### src/sv/hmtc_pkg.sv
// ----------------------------------------------------------------------------
// HMP to MIDI track converter package
// Shared constants, result status codes and the job record that the parser
// hands to the byte serializer.
// ----------------------------------------------------------------------------
package hmtc_pkg;

  localparam int COUNT_BITS      = 24;
  localparam int OUT_CNT_BITS    = 24;
  localparam int MAX_DELTA_BYTES = 4;
  localparam int JOB_BYTES       = MAX_DELTA_BYTES;
  localparam int QUEUE_DEPTH     = 4;
  localparam int QUEUE_AW        = $clog2(QUEUE_DEPTH);

  localparam logic [7:0] META_STATUS  = 8'hFF;
  localparam logic [7:0] END_OF_TRACK = 8'h2F;
  localparam logic [3:0] SYS_NIBBLE   = 4'hF;
  localparam logic [3:0] PGM_NIBBLE   = 4'hC;
  localparam logic [3:0] PRESS_NIBBLE = 4'hD;

  typedef enum logic [2:0] {
    ST_BYTE       = 3'd0,
    ST_DELTA_LONG = 3'd1,
    ST_NO_STATUS  = 3'd2,
    ST_BAD_STATUS = 3'd3,
    ST_TRUNC      = 3'd4
  } status_e;

  typedef struct packed {
    logic                      clr;
    logic [1:0]                last_idx;
    status_e                   status;
    logic                      ended;
    logic [JOB_BYTES-1:0][7:0] bytes;
  } job_t;

endpackage

### src/sv/hmtc_front.sv
// ----------------------------------------------------------------------------
// HMP track parser
// Tracks the event phase of the HMP stream, reorders delta groups and
// turns each accepted byte into at most one job of up to four MIDI bytes or an error.
// ----------------------------------------------------------------------------
module hmtc_front (
  input  logic          clk_i,
  input  logic          rst_ni,
  input  logic          valid_i,
  input  logic [7:0]    in_byte_i,
  input  logic          first_byte_i,
  input  logic          final_byte_i,
  output logic          job_valid_o,
  output hmtc_pkg::job_t job_o
);
  import hmtc_pkg::*;

  typedef enum logic [5:0] {
    PH_DELTA     = 6'b000001,
    PH_STATUS    = 6'b000010,
    PH_META_TYPE = 6'b000100,
    PH_META_LEN  = 6'b001000,
    PH_META_DATA = 6'b010000,
    PH_CHAN_DATA = 6'b100000
  } phase_e;

  phase_e     phase_q, phase_d, ph_c;
  logic [6:0] dgrp_q [3];
  logic [1:0] dcnt_q, dcnt_d, dcnt_c;
  logic [7:0] rstat_q, rstat_d, rstat_c;
  logic [7:0] remain_q, remain_d, remain_c;
  logic [7:0] mkind_q, mkind_d, mkind_c;
  logic       halted_q, halted_d, halt_c;
  logic       clr_pend_q;
  logic       grp_we, push_c, done, ended;
  logic [2:0] nres;
  status_e    err;
  logic [JOB_BYTES-1:0][7:0] bytes;

  always_comb begin
    logic [1:0] k;
    logic [7:0] dec;
    ph_c     = first_byte_i ? PH_DELTA : phase_q;
    dcnt_c   = first_byte_i ? 2'd0 : dcnt_q;
    rstat_c  = first_byte_i ? 8'd0 : rstat_q;
    remain_c = first_byte_i ? 8'd0 : remain_q;
    mkind_c  = first_byte_i ? 8'd0 : mkind_q;
    halt_c   = first_byte_i ? 1'b0 : halted_q;
    phase_d  = ph_c;
    dcnt_d   = dcnt_c;
    rstat_d  = rstat_c;
    remain_d = remain_c;
    mkind_d  = mkind_c;
    halted_d = halt_c;
    grp_we   = 1'b0;
    nres     = 3'd0;
    bytes    = '0;
    err      = ST_BYTE;
    done     = 1'b0;
    ended    = 1'b0;
    k        = 2'd0;
    dec      = 8'd0;
    case (ph_c)
      PH_DELTA: begin
        if (!in_byte_i[7]) begin
          if (dcnt_c == 2'd3) begin
            err = ST_DELTA_LONG;
          end else begin
            grp_we = 1'b1;
            dcnt_d = dcnt_c + 2'd1;
          end
        end else begin
          bytes[0] = {dcnt_c != 2'd0, in_byte_i[6:0]};
          for (int j = 1; j < JOB_BYTES; j++) begin
            if (2'(j) <= dcnt_c) begin
              k = dcnt_c - 2'(j);
              bytes[j] = {k != 2'd0, dgrp_q[k]};
            end
          end
          nres    = {1'b0, dcnt_c} + 3'd1;
          dcnt_d  = 2'd0;
          phase_d = PH_STATUS;
        end
      end
      PH_STATUS: begin
        if (in_byte_i == META_STATUS) begin
          bytes[0] = in_byte_i;
          nres     = 3'd1;
          phase_d  = PH_META_TYPE;
        end else if (!in_byte_i[7]) begin
          err = ST_NO_STATUS;
        end else if (in_byte_i[7:4] == SYS_NIBBLE) begin
          err = ST_BAD_STATUS;
        end else begin
          if (in_byte_i != rstat_c) begin
            bytes[0] = in_byte_i;
            nres     = 3'd1;
          end
          rstat_d  = in_byte_i;
          remain_d = (in_byte_i[7:4] inside {PGM_NIBBLE, PRESS_NIBBLE}) ? 8'd1 : 8'd2;
          phase_d  = PH_CHAN_DATA;
        end
      end
      PH_META_TYPE: begin
        bytes[0] = in_byte_i;
        nres     = 3'd1;
        mkind_d  = in_byte_i;
        phase_d  = PH_META_LEN;
      end
      PH_META_LEN: begin
        bytes[0] = in_byte_i;
        nres     = 3'd1;
        remain_d = in_byte_i;
        if (in_byte_i == 8'd0) begin
          done    = 1'b1;
          ended   = (mkind_c == END_OF_TRACK);
          phase_d = PH_DELTA;
        end else begin
          phase_d = PH_META_DATA;
        end
      end
      PH_META_DATA, PH_CHAN_DATA: begin
        bytes[0] = in_byte_i;
        nres     = 3'd1;
        dec      = (remain_c != 8'd0) ? remain_c - 8'd1 : 8'd0;
        remain_d = dec;
        if (dec == 8'd0) begin
          done    = 1'b1;
          ended   = (ph_c == PH_META_DATA) && (mkind_c == END_OF_TRACK);
          phase_d = PH_DELTA;
        end
      end
      default: begin
        phase_d = PH_DELTA;
      end
    endcase

    if (err == ST_BYTE && final_byte_i && !done) begin
      err = ST_TRUNC;
    end
    if (err != ST_BYTE) begin
      push_c   = 1'b1;
      halted_d = 1'b1;
    end else begin
      push_c   = (nres != 3'd0);
      halted_d = final_byte_i | ended;
    end

    // hold all state while halted
    if (halt_c) begin
      push_c   = 1'b0;
      grp_we   = 1'b0;
      phase_d  = ph_c;
      dcnt_d   = dcnt_c;
      rstat_d  = rstat_c;
      remain_d = remain_c;
      mkind_d  = mkind_c;
      halted_d = halt_c;
    end
  end

  assign job_valid_o    = valid_i & push_c;
  assign job_o.clr      = first_byte_i | clr_pend_q;
  assign job_o.last_idx = (err != ST_BYTE) ? 2'd0 : (nres[1:0] - 2'd1);
  assign job_o.status   = err;
  assign job_o.ended    = (err != ST_BYTE) | final_byte_i | ended;
  assign job_o.bytes    = bytes;

  always_ff @(posedge clk_i or negedge rst_ni) begin
    if (!rst_ni) begin
      phase_q    <= PH_DELTA;
      dcnt_q     <= 2'd0;
      rstat_q    <= 8'd0;
      remain_q   <= 8'd0;
      mkind_q    <= 8'd0;
      halted_q   <= 1'b0;
      clr_pend_q <= 1'b0;
    end else if (valid_i) begin
      phase_q    <= phase_d;
      dcnt_q     <= dcnt_d;
      rstat_q    <= rstat_d;
      remain_q   <= remain_d;
      mkind_q    <= mkind_d;
      halted_q   <= halted_d;
      clr_pend_q <= push_c ? 1'b0 : (first_byte_i | clr_pend_q);
    end
  end

  always_ff @(posedge clk_i) begin
    if (valid_i && grp_we) begin
      dgrp_q[dcnt_c] <= in_byte_i[6:0];
    end
  end

endmodule

### src/sv/hmtc_queue.sv
// ----------------------------------------------------------------------------
// Job queue
// Short first-in first-out buffer of parsed jobs between parser and
// serializer.
// ----------------------------------------------------------------------------
module hmtc_queue (
  input  logic           clk_i,
  input  logic           rst_ni,
  input  logic           push_i,
  input  hmtc_pkg::job_t job_i,
  output logic           full_o,
  input  logic           pop_i,
  output logic           empty_o,
  output hmtc_pkg::job_t head_o
);
  import hmtc_pkg::*;

  job_t                slot_q [QUEUE_DEPTH];
  logic [QUEUE_AW-1:0] wr_ptr_q, rd_ptr_q;
  logic [QUEUE_AW:0]   cnt_q;
  logic                do_push, do_pop;

  assign full_o  = (cnt_q == (QUEUE_AW+1)'(QUEUE_DEPTH));
  assign empty_o = (cnt_q == '0);
  assign head_o  = slot_q[rd_ptr_q];
  assign do_push = push_i & ~full_o;
  assign do_pop  = pop_i & ~empty_o;

  always_ff @(posedge clk_i) begin
    if (do_push) begin
      slot_q[wr_ptr_q] <= job_i;
    end
  end

  always_ff @(posedge clk_i or negedge rst_ni) begin
    if (!rst_ni) begin
      wr_ptr_q <= '0;
      rd_ptr_q <= '0;
      cnt_q    <= '0;
    end else begin
      if (do_push) begin
        wr_ptr_q <= wr_ptr_q + 1'b1;
      end
      if (do_pop) begin
        rd_ptr_q <= rd_ptr_q + 1'b1;
      end
      case ({do_push, do_pop})
        2'b10:   cnt_q <= cnt_q + 1'b1;
        2'b01:   cnt_q <= cnt_q - 1'b1;
        default: cnt_q <= cnt_q;
      endcase
    end
  end

endmodule

### src/sv/hmtc_back.sv
// ----------------------------------------------------------------------------
// MIDI byte serializer
// Walks the bytes of the head job into the output register, one per cycle
// while it is empty or popped, and keeps the saturating per-track byte count.
// ----------------------------------------------------------------------------
module hmtc_back (
  input  logic                     clk_i,
  input  logic                     rst_ni,
  input  logic                     avail_i,
  input  hmtc_pkg::job_t           head_i,
  output logic                     take_o,
  input  logic                     pop_i,
  output logic                     empty_o,
  output logic [7:0]               out_byte_o,
  output logic [2:0]               status_o,
  output logic                     last_of_run_o,
  output logic                     track_end_o,
  output logic [hmtc_pkg::OUT_CNT_BITS-1:0] bytes_out_o
);
  import hmtc_pkg::*;

  logic [1:0]            idx_q;
  logic [COUNT_BITS-1:0] cnt_q, base, inc;
  logic                  vld_q, load, is_err, is_last;
  logic [7:0]            byte_q;
  status_e               status_q;
  logic                  last_q, end_q;
  logic [OUT_CNT_BITS-1:0] bytes_q;

  assign load    = avail_i & (~vld_q | pop_i);
  assign base    = (idx_q == 2'd0 && head_i.clr) ? '0 : cnt_q;
  assign inc     = (&base) ? base : base + 1'b1;
  assign is_err  = (head_i.status != ST_BYTE);
  assign is_last = is_err | (idx_q == head_i.last_idx);
  assign take_o  = load & is_last;

  always_ff @(posedge clk_i or negedge rst_ni) begin
    if (!rst_ni) begin
      vld_q <= 1'b0;
      idx_q <= 2'd0;
      cnt_q <= '0;
    end else begin
      if (load) begin
        vld_q <= 1'b1;
        idx_q <= is_last ? 2'd0 : idx_q + 2'd1;
        cnt_q <= is_err ? base : inc;
      end else if (pop_i) begin
        vld_q <= 1'b0;
      end
    end
  end

  always_ff @(posedge clk_i) begin
    if (load) begin
      byte_q   <= is_err ? 8'd0 : head_i.bytes[idx_q];
      status_q <= head_i.status;
      last_q   <= is_last;
      end_q    <= is_last & head_i.ended;
      bytes_q  <= OUT_CNT_BITS'(is_err ? base : inc);
    end
  end

  assign empty_o       = ~vld_q;
  assign out_byte_o    = byte_q;
  assign status_o      = status_q;
  assign last_of_run_o = last_q;
  assign track_end_o   = end_q;
  assign bytes_out_o   = bytes_q;

endmodule

### src/sv/hmp_to_midi_track_converter.sv
// ----------------------------------------------------------------------------
// HMP to MIDI track converter
// Converts a stream of HMP track bytes into standard MIDI track bytes.
// ----------------------------------------------------------------------------
// Input side: a queue write port. Present one HMP byte on in_byte_i with
// first_byte_i on the first byte of a track and final_byte_i on the last;
// the byte is taken on a clock edge with push high and full low.
// Output side: a queue read port. While empty is low the oldest result sits
// on out_byte_o, status_o, last_of_run_o, track_end_o and bytes_out_o; it is
// taken on an edge with pop high. A result holds while pop stays low.
// Each input byte yields zero to four results; a delta terminator releases
// up to four bytes, every other byte at most one.
// Each result is registered in the job queue and then in the output register.
// Throughput: one input byte per cycle while full is low, one result per
// cycle while pop is high; the serializer emits one byte a cycle from a
// four-entry job queue; delta bursts fill it and raise full until it drains.
// After a result with track_end set, input bytes produce nothing until a
// byte with first_byte_i set starts the next track.
// Reset clears the parser, the job queue and the output valid flag; the
// block accepts bytes as soon as reset is released.
// ----------------------------------------------------------------------------
module hmp_to_midi_track_converter (
  input  logic        clk_i,
  input  logic        rst_ni,
  input  logic        push,
  output logic        full,
  input  logic [7:0]  in_byte_i,
  input  logic        first_byte_i,
  input  logic        final_byte_i,
  input  logic        pop,
  output logic        empty,
  output logic [7:0]  out_byte_o,
  output logic [2:0]  status_o,
  output logic        last_of_run_o,
  output logic        track_end_o,
  output logic [23:0] bytes_out_o
);
  import hmtc_pkg::*;

  logic fire, job_valid, q_empty, take;
  job_t job, head;

  assign fire = push & ~full;

  hmtc_front u_front (
    .clk_i        (clk_i),
    .rst_ni       (rst_ni),
    .valid_i      (fire),
    .in_byte_i    (in_byte_i),
    .first_byte_i (first_byte_i),
    .final_byte_i (final_byte_i),
    .job_valid_o  (job_valid),
    .job_o        (job)
  );

  hmtc_queue u_queue (
    .clk_i   (clk_i),
    .rst_ni  (rst_ni),
    .push_i  (job_valid),
    .job_i   (job),
    .full_o  (full),
    .pop_i   (take),
    .empty_o (q_empty),
    .head_o  (head)
  );

  hmtc_back u_back (
    .clk_i         (clk_i),
    .rst_ni        (rst_ni),
    .avail_i       (~q_empty),
    .head_i        (head),
    .take_o        (take),
    .pop_i         (pop),
    .empty_o       (empty),
    .out_byte_o    (out_byte_o),
    .status_o      (status_o),
    .last_of_run_o (last_of_run_o),
    .track_end_o   (track_end_o),
    .bytes_out_o   (bytes_out_o)
  );

endmodule

### config.mk
export PLATFORM = sky130hd
export DESIGN_NAME = hmp_to_midi_track_converter
export DESIGN_NICKNAME = d
export VERILOG_FILES = /design/src/sv/hmtc_pkg.sv /design/src/sv/hmtc_front.sv /design/src/sv/hmtc_queue.sv /design/src/sv/hmtc_back.sv /design/src/sv/hmp_to_midi_track_converter.sv
export SDC_FILE = /design/constraint.sdc
export NUM_CORES = 1
export LEC_CHECK = 0
export BUFFER_PORTS_ARGS = -buffer_cell sky130_fd_sc_hd__buf_2
export CAP_MARGIN = 10
export CORE_MARGIN = 1.5
export CORE_UTILIZATION = 55
export CTS_CLUSTER_DIAMETER = 100
export DETAILED_ROUTE_END_ITERATION = 12
export PLACE_DENSITY = 0.76
export SLEW_MARGIN = 10
export SYNTH_ARGS = -nofsm -noshare
export SYNTH_HDL_FRONTEND = slang
export SYNTH_SLANG_ARGS = --single-unit
### constraint.sdc
create_clock -name clk_i -period 7.1 [get_ports clk_i]
set_input_delay 0.355 -clock clk_i [delete_from_list [all_inputs] [get_ports clk_i]]
set_output_delay 0.355 -clock clk_i [all_outputs]
set_load 0.01 [all_outputs]
* After elaboration in Yosys (flattened, before gate mapping)
Memories as Yosys holds them, arrays and structs flattened. Cells that the tools add are included.
Word-level totals: flip-flop bits (word level) 105, input port bits 14, memories 2, output and inout port bits 39, bits in writable memories 177
Memories:
- u_queue.slot_q | depth 4, bits a word 39, read ports 1, clocked after memory_dff 0, write ports 1, RTL line hmtc_queue.sv:18 | job_t slot_q [QUEUE_DEPTH];
- u_front.dgrp_q | depth 3, bits a word 7, read ports 3, clocked after memory_dff 0, write ports 1, RTL line hmtc_front.sv:28 | logic [6:0] dgrp_q [3];
Cells by class: bitwise gates (word level) 16, add/sub/neg operators 13, reduce and logical (&&, ||, !) cells 25, order comparisons 4, mux-type cells 84, eq/ne operators 17
Operators by type and width (count):
- 2-to-1 mux 8 bit | 23
- 2-to-1 mux 24 bit | 4
- case mux 8 bit (3 select lines) | 2
- 2-to-1 mux 6 bit | 7
- 2-to-1 mux 32 bit | 1
- case mux 6 bit (5 select lines) | 1
- adder 24 x 1 -> 24 bit (second input constant) | 1
- 2-to-1 mux 3 bit | 8
- AND reduction 24 bit | 1
- 2-to-1 mux 1 bit | 22
- 2-to-1 mux 2 bit | 9
- binary-select mux 8 bit (select 2 bit) | 1
- zero test 8 bit | 2
- nonzero test 2 bit | 7
- equality test 4 bit (second input constant) | 3
- case mux 3 bit (2 select lines) | 2
- case mux 3 bit (3 select lines) | 1
- nonzero test 3 bit | 3
- adder 2 x 1 -> 2 bit (second input constant) | 4
- equality test 8 x 6 -> 1 bit (second input constant) | 1
- equality test 8 bit (second input constant) | 1
- != test 8 bit | 1
- nonzero test 8 bit | 1
- subtractor 8 x 1 -> 8 bit (second input constant) | 1
- 29 further kinds | 52

* Depth between registers and ports, before layout
Gate-level depths: netlist of run 1.
word-level depth 16, gate-level depth with buffers 17, depth with buffers taken out 15

* Cells and area by module
A second synthesis of run 1 with hierarchy kept.
Unflattened totals: cells, all modules 1000, area total of the unflattened synthesis 13228.9 um^2
Modules (own cells, without submodules):
- hmtc_queue | instances 1, area each 6099.6 um^2, cells an instance 241
- hmtc_front | instances 1, area each 3563.4 um^2, cells an instance 412
- hmtc_back | instances 1, area each 3548.4 um^2, cells an instance 345
- hmp_to_midi_track_converter | instances 1, area each 17.5 um^2, cells an instance 2

* Least setup slack after synthesis of run 1
Ideal clock, no wire load.
kind reg2reg, start register u_front.phase_q[5], end memory u_queue.slot_q[0][0] in the netlist's numbering, enable pin, cell stages (with the launch flop) 12, required time 6.700 ns, setup slack 3.388 ns, setup time 0.400 ns, data arrival time 3.312 ns, buffers on the path 2, clock period less this slack 3.712 ns, cell sequence dfrtp_1 > buf_2 > nor4_1 > and3_1 > clkbuf_1 > nand3_1 > nor3_1 > nor4b_1 > ha_1 > nand3b_1 > o2bb2ai_2 > and2_1
Between the ends: longest elaborated chain between the ends 14, elaborated cells between the ends (all ways) 25, classes of those cells 6 x eq/ne; 9 x mux; 2 x bitwise; 8 x reduce/logical
Ends and longest elaborated chain:
- start: declaration | RTL line hmtc_front.sv:27 | phase_e phase_q, phase_d, ph_c;
- start signal: assignment | RTL line hmtc_front.sv:179 | phase_q <= phase_d;
- 2-to-1 mux 6 bit * | RTL line hmtc_front.sv:43 | ph_c = first_byte_i ? PH_DELTA : phase_q;
- equality test 6 x 2 -> 1 bit (tied with other cells) | RTL line hmtc_front.sv:63 | case (ph_c)
- case mux 3 bit (2 select lines) or OR reduction 2 bit (tied branches) | RTL line hmtc_front.sv:63
- zero test 3 bit or case mux 1 bit (2 select lines) (tied branches) | RTL line hmtc_front.sv:138, hmtc_front.sv:63
- logical AND 1 bit or zero test 1 bit (tied branches) | RTL line hmtc_front.sv:138 | if (err == ST_BYTE && final_byte_i && !done) begin
- logical AND 1 bit | RTL line hmtc_front.sv:138
- 2-to-1 mux 3 bit | RTL line hmtc_front.sv:138
- nonzero test 3 bit | RTL line hmtc_front.sv:141 | if (err != ST_BYTE) begin
- 2-to-1 mux 1 bit * | RTL line hmtc_front.sv:141
- 2-to-1 mux 1 bit * | RTL line hmtc_front.sv:150 | if (halt_c) begin
- bitwise AND 1 bit * | RTL line hmtc_front.sv:162 | assign job_valid_o = valid_i & push_c;
- bitwise AND 1 bit * | RTL line hmtc_queue.sv:26 | assign do_push = push_i & ~full_o;
- 2-to-1 mux 1 bit * | RTL line hmtc_queue.sv:30 | if (do_push) begin
- 2-to-1 mux 1 bit (implied by the code) * | RTL line hmtc_queue.sv:31 | slot_q[wr_ptr_q] <= job_i;
- end: declaration | RTL line hmtc_queue.sv:18
Every way passes the cells marked *; elsewhere a longest branch is shown, timed or not.

* Final worst setup path of run 1
start register u_queue.rd_ptr_q[0], end register u_back.bytes_q[19] (netlist: u_back.bytes_out_o[19]) (data pin)
Between the ends: longest elaborated chain between the ends 6, elaborated cells between the ends (all ways) 8, classes of those cells 1 x add/sub; 3 x mux; 3 x reduce/logical; 1 x memory
Ends and longest elaborated chain:
- start: declaration | RTL line hmtc_queue.sv:19 | logic [QUEUE_AW-1:0] wr_ptr_q, rd_ptr_q;
- start signal: assignment | RTL line hmtc_queue.sv:45 | rd_ptr_q <= rd_ptr_q + 1'b1;
- memory (4 x 39 bit) *
- logical AND 1 bit | RTL line hmtc_back.sv:31 | assign base = (idx_q == 2'd0 && head_i.clr) ? '0 : cnt_q;
- 2-to-1 mux 24 bit | RTL line hmtc_back.sv:31
- adder 24 x 1 -> 24 bit or AND reduction 24 bit (tied branches) | RTL line hmtc_back.sv:32 | assign inc = (&base) ? base : base + 1'b1;
- 2-to-1 mux 24 bit | RTL line hmtc_back.sv:32
- 2-to-1 mux 24 bit * | RTL line hmtc_back.sv:59 | bytes_q <= OUT_CNT_BITS'(is_err ? base : inc);
- end signal: assignment | RTL line hmtc_back.sv:59
- end: declaration | RTL line hmtc_back.sv:28 | logic [OUT_CNT_BITS-1:0] bytes_q;
Marked as above. A chain may end at the register's enable or synchronous reset.

==> impl_metrics.yaml, run 1 <==
run_status:
  status: "complete, no violations"
pwr:
  seqPwrFrac_pct: 44.6
  power_leakage_nw: 5.23
  comb_power_share_pct: 26.5
  ir_drop_v: 0.000207
  switchingPower_mw: 1.63
  clockPowerShare_pct: 28.9
  power_density_nw_per_um2: 363
  intPower_mw: 3.62
  power_switching_share_pct: 31.1
die:
  die-height_um: 157
  io_pins: 53
  fp-row-count: 56
  dieWidth_um: 157
  initial_utilization_pct: 55.6
  dieArea_um2: 24500
  core-area_um2: 23300
sta:
  setup_viol: 0
  fmax_mhz: 228
  period_minus_slack_ps: 4390
  hold_viol: 0
  fin_crit_sh_pct: 61.9
  skew_ps: 12.9
  rsz0062_at_grt: "no"
  maxSlewHeadroom_pct: 32.1
  tightest_slew_ps: 1010
  tns_ps: 0
  drv_slew: 0
yosys:
  synth_area_per_cell_um2: 13.4
  yosys_most_used_dff: "edfxtp_1"
  synth_edf_count: 214
  yosysUniqueCellTypes: 69
  synth_nets: 997
  synthTopCellsByArea: "edfxtp_1, dfrtp_1, mux4_2"
  synth_cells: 968
  seq_area_frac_synth_pct: 62.6
  netlist_area_um2: 13000
  synth_top_area_share_pct: 49.5
  yosysWarnings: 0
  yosysTopAreaCell: "edfxtp_1"
  ys_seq_elements: 282
  synthArstFlopShare_pct: 24.1
route:
  initialDrtViolationCount: 616
  met3WireLength_um: 1930
  drc: 0
  via_count: 8221
  highest_layer: "met4"
  postRouteAntennaNets: 0
  wl_per_cell_um: 20.0
  drtPass1Iterations: 5
  routed_wl_um: 27100
  wl_met1_um: 11500
  met2_length_um: 13100
  post_drt_via_cell_ratio: 6.08
grt:
  grtUsageTotal_pct: 23.0
  grt_pass1_vias: 8029
  grt_pass1_wl_um: 43500
  grt_max_degree: 69
  antenna_found_initial: 0
  overflow: 0
critical_path:
  cp-startpoint: "u_queue.rd_ptr_q[0]"
  regToRegSetupSlack_ps: 2710
  ff2ff_path_depth: 10
  cp-end-kind: "register"
  timing.rr.start: "u_queue.rd_ptr_q[0]"
  critPathLaunchType: "register"
  cp-endpoint: "u_back.bytes_out_o[19]"
  path_class: "reg2reg"
  worst_r2r_endpoint: "u_back.bytes_out_o[19]"
  crit_arrival_ps: 4680
  required_ps: 7380
  critPathMaxFanout: 41
finish:
  layout-drive-gt1-share_pct: 16.8
  fin_cells: 1352
  fill_cells: 1711
  synthToLayoutAreaGrowth_pct: 11.4
  multi_input_area_um2: 4520
  fin_nets: 1040
  num_antenna_cells: 0
  final_util_pct: 61.9
  seqCellArea_um2: 8130
clocking:
  cts_tree: "done"
  cts_htree_levels: 1
  clock_sinks: 282
  clock_latency_ps: 550
  clk_pin_slew_ps: 60
  clk_path_buf_depth: 3
  ctsResizeCount: 0
  cts_made_buffers: 29
  cts-root-buf: "clkbuf_16"
placement:
  portBuffers: 52
  placed_cells: 1298
  dp_hpwl_um: 17200
  gp_congestion: 0.896
hold_path:
  worstHoldPathType: "in2async"
job:
  max-cap-violations: 0
-- Yosys cell counts (9+ instances only) --
cell / count
xor2_1: 13
edfxtp_1: 214
nand3_1: 31
and2_1: 19
and3_1: 15
nor3_1: 18
nor2b_1: 14
inv_1: 30
xnor2_1: 22
nand4_1: 14
nor4_1: 11
ha_1: 14
nand2_1: 75
clkbuf_1: 32
o211ai_1: 10
nor2_1: 74
o21ai_0: 43
buf_2: 10
or3_1: 9
o31ai_1: 9
mux4_2: 47
dfrtp_1: 67
a22o_1: 16
a21oi_1: 44
-- final cells by class --
cell class	instances	area share, %
multi-input combinational	604	31.3
timing repair buffer	60	2.23
clock buffer	35	5.18
inverter	34	0.883
clock inverter	18	1.40
sequential	282	56.3
tap	319	2.76
-- timing repair --
item                      in CTS  in global routing
hold endpoints to repair       1                  0
buffers inserted               0                  0
hold buffers                   1                  0
-- metrics by stage --
| stage | instance area (um2) | worst slack (ps) | power, mW | hold slack (ps) |
|---|---|---|---|---|
| after detailed placement | 13500 | 2690 | 3.76 | 476 |
| after global routing | 14500 | 2270 | 5.52 | 102 |
| after floorplan | 13000 | 3390 | 3.37 | 59.4 |
| after CTS | 14500 | 2670 | 5.29 | 60.5 |
| after global placement | 13500 | 2810 | 3.71 | 477 |
| final | 14500 | 2710 | 5.25 | 26.5 |
-- cell families after synthesis --
family,share of synthesized area [%]
AO/OA/AOI/OAI,9.15
XOR/XNOR,2.36
adder cells (fa/ha/maj),1.50
buffers and inverters,2.56
flip-flops,62.6
multiplexers,9.04
AND/OR/NAND/NOR,12.7
-- layer usage --
metal,vias to the layer above,global-route usage [%]
met5,-,0
met4,0,6.03
met3,42,3.27
met2,338,37.6
met1,4055,32.6
li1,3786,-
-- worst min-delay path by stage --
| stage | cells after the start | slack [ps] | to | startpoint |
|---|---|---|---|---|
| after floorplan | 0 | 60 | u_back.cnt_q[0] | rst_ni |
| after global placement | 1 | 480 | u_front.mkind_q[7] | u_front.mkind_q[7] |
| final | 2 | 30 | u_back.cnt_q[20] | rst_ni |
| after detailed placement | 1 | 480 | u_front.mkind_q[7] | u_front.mkind_q[7] |
| after global routing | 2 | 100 | u_back.cnt_q[22] | rst_ni |
| after CTS | 2 | 60 | u_back.cnt_q[22] | rst_ni |
-- power by group through the flow --
stage,sequential [mW],combinational (mW),clock (mW)
2_1_floorplan,2.34,1.03,0
3_3_place_gp,2.35,1.36,0
3_5_place_dp,2.37,1.39,0
4_1_cts,2.34,1.41,1.54
5_1_grt,2.38,1.54,1.60
6_report,2.34,1.39,1.52
-- cells in the final DEF (no fill, tap or decap), types with 16 or more instances in the layout --
master / instances
a22o_1: 16
buf_2: 52
nor3_1: 18
nand2_1: 75
clkbuf_16: 29
xnor2_1: 22
nor2_1: 74
nand3_1: 31
inv_1: 30
mux4_2: 47
edfxtp_1: 214
o21ai_0: 43
dfrtp_1: 65
a21oi_1: 44
-- worst max-delay path: stages (launching register included) --
cell and delay (ps):
dfrtp_2 360, buf_4 620, mux4_2 670, nand2_1 590, and2_1 250, ha_1 210, inv_1 90, o41ai_1 920
nor3_1 170, xnor2_1 190, nor2_1 60
-- sequential cells by signal, summed over array words and instances, names as in the netlist, 3 cells and up --
| name | cells |
|---|---|
| u_back.bytes_out_o | 24 |
| u_back.cnt_q | 24 |
| u_back.out_byte_o | 8 |
| u_back.status_o | 3 |
| u_front.dgrp_q | 21 |
| u_front.mkind_q | 8 |
| u_front.phase_q | 6 |
| u_front.remain_q | 8 |
| u_front.rstat_q | 8 |
| u_queue.cnt_q | 3 |
| u_queue.slot_q | 156 |
Power figures use the tool's default switching activity.
==> run 2: changes to the inputs <==
ABC_AREA = 1   (was default)
clock period = 4.5 ns   (was 7.1 ns; I/O delays follow)
==> run 2 against run 1 <==
Effect of this change: sequential share of layout area decreased by 3.0 points; largest power group unchanged; global-route usage is 1.8 points higher; design area up 5.6%; largest cell class unchanged; non-clock buffer count is 18 higher.
==> impl_metrics.yaml, run 2 <==
run_status:
  status: "complete, no violations"
sta:
  setup_viol: 0
  maxSlewHeadroom_pct: 37.0
  tightest_slew_ps: 945
  fmax_mhz: 287
  drv_slew: 0
  period_minus_slack_ps: 3490
  rsz0062_at_grt: "no"
  hold_viol: 0
  setup_slack_ps: 1010
  fin_crit_sh_pct: 77.5
  skew_ps: 8.07
pwr:
  power_leakage_nw: 6.14
  ir_drop_v: 0.000337
  comb_power_share_pct: 33.1
  power_switching_share_pct: 36.9
  switchingPower_mw: 3.27
  intPower_mw: 5.60
  seqPwrFrac_pct: 40.5
  power_density_nw_per_um2: 581
  clockPowerShare_pct: 26.4
route:
  drtPass1Iterations: 5
  wl_met1_um: 13100
  wl_per_cell_um: 17.3
  met2_length_um: 14700
  met3WireLength_um: 2600
  highest_layer: "met4"
  drc: 0
  via_count: 10300
  initialDrtViolationCount: 1027
  routed_wl_um: 31200
  post_drt_via_cell_ratio: 5.72
  postRouteAntennaNets: 0
yosys:
  yosysWarnings: 0
  synthTopCellsByCount: "nand2_1, edfxtp_1, nor2_1"
  synth_nets: 1439
  synth_cells: 1410
  synth-adder-area-share_pct: 1.43
  yosys.area_share.simple_pct: 20.1
  synthArstFlopShare_pct: 24.1
  synth_area_per_cell_um2: 9.70
  synth_top_area_share_pct: 47.0
  synth_top_family_by_area: "simple AND/OR/NAND/NOR gates"
  netlist_area_um2: 13700
  synth_compound_area_share_pct: 11.6
  synthTopCellsByArea: "edfxtp_1, dfrtp_1, nand2_1"
  synth_edf_count: 214
  yosys_most_used_dff: "edfxtp_1"
  synth-xor-area-share_pct: 1.21
  synthMuxAreaShare_pct: 0
  yosysUniqueCellTypes: 57
  ys_seq_elements: 282
  yosysTopAreaCell: "edfxtp_1"
  yosysMostFrequentCell: "nand2_1"
  seq_area_frac_synth_pct: 59.4
critical_path:
  cp-end-kind: "register"
  path_delay_family: "adder cells"
  required_ps: 4940
  regToRegSetupSlack_ps: 1010
  cp.depth: 17
  ff2ff_path_depth: 17
  cp-endpoint: "u_queue.cnt_q[2]"
  cp_slowest_stage_delay_ps: 510
  worst_r2r_endpoint: "u_queue.cnt_q[2]"
  crit_chain: "inv_1, nor2_1, inv_1, buf_4, ha_1, nand2_1, ha_1, inv_1, nor2_1, nand3_4, nand2_4, ha_1, inv_1, fa_1, a21oi_1, o21ai_0, xor2_1"
  critPathLaunchType: "register"
  cp_common_cell: "inv_1"
  cp_num_buf_inv: 5
  critPathMaxFanout: 30
  crit_path_top_delay_cell: "ha_1"
  timing.rr.start: "u_front.dcnt_q[0]"
  cp-startpoint: "u_front.dcnt_q[0]"
  path_class: "reg2reg"
  crit_arrival_ps: 3920
grt:
  antenna_found_initial: 0
  grt_pass1_vias: 9971
  grt_pass1_wl_um: 50800
  grtUsageTotal_pct: 24.8
  grt_max_degree: 80
  overflow: 0
die:
  core-area_um2: 24400
  dieArea_um2: 25800
  io_pins: 53
  dieWidth_um: 161
  die-height_um: 161
  initial_utilization_pct: 56.1
  fp-row-count: 57
clocking:
  clk_path_buf_depth: 3
  cts_htree_levels: 1
  clock_sinks: 282
  post_cts_buffers: 0
  cts_tree: "done"
  clock_latency_ps: 560
  cts-root-buf: "clkbuf_16"
  cts_made_buffers: 30
  clk_pin_slew_ps: 60
placement:
  dp_hpwl_um: 20100
  gp_congestion: 0.926
  placed_cells: 1744
  portBuffers: 52
  pre_cts_slack_ps: 690
hold_path:
  worstHoldPathType: "in2reg"
finish:
  final_cell_mix: "nand2_1, edfxtp_1, nor2_1, o21ai_0, inv_1"
  num_antenna_cells: 0
  layout_commonest_cell: "nand2_1"
  fin_cells: 1804
  largest_reg_flops: 156
  final_util_pct: 62.6
  synthToLayoutAreaGrowth_pct: 11.6
  fin_nets: 1488
  seqCellArea_um2: 8130
  layout-drive-gt1-share_pct: 12.7
  multi_input_area_um2: 4750
  regMostFlops: "u_queue.slot_q"
  fill_cells: 1951
job:
  max-cap-violations: 0
-- run 2: power by group through the flow --
stage	Combinational (mW)	Sequential [mW]	Clock, mW
global placement	2.82	3.63	0
floorplan	2.06	3.66	0
finish	2.93	3.59	2.34
CTS	2.93	3.59	2.38
detailed placement	2.90	3.64	0
global route	3.26	3.64	2.49
-- run 2: layout make-up --
cell class	count	share of cell area, %
Clock inverter	15	1.07
Clock buffer	38	5.18
Sequential cell	282	53.3
Multi-Input combinational cell	925	31.1
Tap cell	324	2.66
Inverter	142	3.53
Timing Repair Buffer	78	3.20
-- run 2: worst min-delay path by stage --
stage / startpoint / endpoint / slack (ps) / cells past startpoint
2_1_floorplan: rst_ni / u_back.cnt_q[0] / -70 / 0
3_3_place_gp: rst_ni / u_back.idx_q[1] / 400 / 1
3_5_place_dp: rst_ni / u_back.idx_q[1] / 410 / 1
4_1_cts: in_byte_i[0] / u_front.dgrp_q[0][0] / 5 / 1
5_1_grt: in_byte_i[0] / u_front.dgrp_q[2][0] / 20 / 1
6_report: in_byte_i[0] / u_front.dgrp_q[1][0] / 30 / 1
-- run 2: cell families (layout without fill, tap and decap cells) --
group,Yosys count,in the layout
flops,282,282
fa+ha+maj,15,15
buf+inv,203,273
compound gates,275,275
xor+xnor,18,18
simple gates,617,617
-- run 2: worst reg2reg max path, stage by stage, from the launching register on --
cell and delay, ps:
dfrtp_1 320, inv_1 50, nor2_1 320, inv_1 80, buf_4 220, ha_1 510
nand2_1 160, ha_1 150, inv_1 40, nor2_1 170, nand3_4 120, nand2_4 160
ha_1 170, inv_1 70, fa_1 380, a21oi_1 160, o21ai_0 130, xor2_1 150
-- run 2: what timing repair did --
action,CTS,global route
gates resized for setup,0,0
hold endpoints to repair,83,0
hold buffers,7,0
-- run 2: metrics by stage --
stage / hold WS, ps / TNS, ps / instance area (um2) / power, mW
after floorplan: -70.6 / -8780 / 13700 / 5.72
after global placement: 401 / 0 / 14200 / 6.45
after detailed placement: 411 / 0 / 14200 / 6.54
after CTS: 5.01 / 0 / 15300 / 8.90
after global routing: 15.4 / 0 / 15300 / 9.39
final: 26.4 / 0 / 15300 / 8.86
-- run 2: routing by layer --
metal	vias up	track usage, %
met4	0	8.04
met1	4880	34.5
met5	-	0
li1	4915	-
met2	457	40.9
met3	67	3.13
==> run 3: changes to the inputs <==
clock period = 3.3 ns   (was 4.5 ns; I/O delays follow)
==> run 3 against run 2 <==
Effect of this change: clock power up 43%; largest power group unchanged; sequential power up 36%; hold slack better by 59 ps; routed wire length up 2.8%; combinational power up 44%; register-to-register slack worse by 710 ps; design area up 2.1%; power up 40%; setup slack worse by 720 ps; largest cell class unchanged.
==> impl_metrics.yaml, run 3 (same netlist as run 2, synthesis figures left out) <==
critical_path:
  cp_num_buf_inv: 6
  path_delay_family: "buffers and inverters"
  timing.rr.start: "u_front.phase_q[5]"
  cp-end-kind: "register"
  cp.depth: 20
  crit_arrival_ps: 3440
  ff2ff_path_depth: 16
  critPathMaxFanout: 7
  path_class: "in2reg"
  cp_common_cell: "inv_1"
  cp-startpoint: "in_byte_i[3]"
  cp_slowest_stage_delay_ps: 530
  required_ps: 3730
  crit_path_top_delay_cell: "dlygate4sd3_1"
  critPathLaunchType: "input port"
  crit_chain: "dlygate4sd3_1, buf_2, inv_1, xor2_1, nor4_1, nand2_1, a21oi_2, inv_1, nor2_1, ha_1, inv_1, nor2_1, nand3_4, nand2_4, ha_1, inv_1, fa_1, a21oi_1, o21ai_0, xor2_1"
sta:
  hold_viol: 0
  tightest_slew_ps: 943
  rsz0062_at_grt: "no"
  period_minus_slack_ps: 3010
  tns_ps: 0
  fmax_mhz: 332
  maxSlewHeadroom_pct: 37.1
  skew_ps: 13.3
  setup_viol: 0
  fin_crit_sh_pct: 91.2
  drv_slew: 0
  setup_slack_ps: 291
clocking:
  cts_tree: "done"
  clock_sinks: 282
  cts_htree_levels: 1
  cts-root-buf: "clkbuf_16"
  cts_made_buffers: 28
  post_cts_buffers: 0
  clk_path_buf_depth: 3
  clock_latency_ps: 550
  clk_pin_slew_ps: 60
finish:
  seqCellArea_um2: 8130
  multi_input_area_um2: 4760
  fin_nets: 1518
  fill_cells: 1860
  layout-drive-gt1-share_pct: 14.9
  regMostFlops: "u_queue.slot_q"
  fin_area_um2: 15600
  largest_reg_flops: 156
  final_cell_mix: "nand2_1, edfxtp_1, nor2_1, o21ai_0, inv_1"
  synthToLayoutAreaGrowth_pct: 14.0
  layout_commonest_cell: "nand2_1"
pwr:
  p_total_mw: 12.4
  power_leakage_nw: 6.33
  ir_drop_v: 0.000514
  power_density_nw_per_um2: 799
route:
  drtPass1Iterations: 6
  post_drt_via_cell_ratio: 5.68
  routed_wl_um: 32000
  postRouteAntennaNets: 0
  drc: 0
  initialDrtViolationCount: 1130
  via_count: 10400
  wl_per_cell_um: 17.4
grt:
  globalRouteMet2Util_pct: 42.4
  grt_max_degree: 69
  grt_pass1_wl_um: 51900
  grt_use_met3_pct: 2.56
  grtUsageTotal_pct: 25.3
  overflow: 0
  grt_pass1_vias: 10100
  globalRouteMet1Util_pct: 35.4
  antenna_found_initial: 0
  busiest_layer: "met2"
die:
  initial_utilization_pct: 56.1
  dieWidth_um: 161
  io_pins: 53
  die-height_um: 161
  dieArea_um2: 25800
  core-area_um2: 24400
  fp-row-count: 57
hold_path:
  min_from: "in_byte_i[7]"
  hold_depth: 3
  worstHoldPathType: "in2reg"
placement:
  portBuffers: 52
  pre_cts_slack_ps: 92.5
  dp_hpwl_um: 21400
  gp_congestion: 0.936
  place_area_um2: 14500
job:
  max-cap-violations: 0
run_status:
  status: "complete, no violations"
-- run 3: path summary, 6_finish.rpt --
check,end,slack [ps]
worst max-delay path,u_queue.cnt_q[2],290
worst min-delay path,u_queue.slot_q[2][23],90
worst max register to register,u_queue.slot_q[1][18],300
worst min register to register,u_front.rstat_q[5],490
max in group asynchronous,u_queue.rd_ptr_q[0],2340
min in group asynchronous,u_back.idx_q[1],290
-- run 3: power by group --
part / leakage [nW] / switching, mW / internal, mW
clock network: 0.484 / 1.33 / 2.03
logic: 2.98 / 2.95 / 1.27
registers: 2.87 / 0.245 / 4.63
total: 6.33 / 4.52 / 7.93
-- run 3: worst reg2reg max path, delay by kind of cell, from the launching register on --
kind | cells | cell delay [ps]
simple gates | 9 | 1160
flops | 1 | 390
compound gates | 1 | 240
fa+ha+maj | 1 | 190
buf+inv | 5 | 700
-- run 3: through the flow --
stage                     hold slack, ps  utilization (%)  instances
final                               85.8             63.9       1836
after global placement               353             59.5       1774
after floorplan                     -131                -       1410
after detailed placement             359             59.5       1774
after CTS                           69.5             63.9       1835
after global routing                 131             63.9       1835
-- run 3: metal layers --
layer / share of wire (%) / vias to the layer above
met5: 0 / -
met4: 2.1 / 0
met3: 7.8 / 55
met2: 48 / 423
met1: 42 / 4974
li1: - / 4985
-- run 3: area by class of cell --
| type | instances | share of cell area [%] |
|---|---|---|
| flip-flops and latches | 282 | 52.2 |
| multi-input cells | 925 | 30.5 |
| repair buffers | 110 | 4.94 |
| clock buffers | 38 | 4.93 |
| inverters | 142 | 3.45 |
| well taps | 324 | 2.60 |
| clock inverters | 14 | 1.35 |
| diodes | 1 | 0.0161 |
-- run 3: timing repair --
| action | 4_1_cts | 5_1_grt |
|---|---|---|
| gates resized for setup | 0 | 3 |
| endpoints found under the hold margin | 92 | 0 |
| endpoints found under the setup margin | 0 | 2 |
| hold buffers | 9 | 0 |
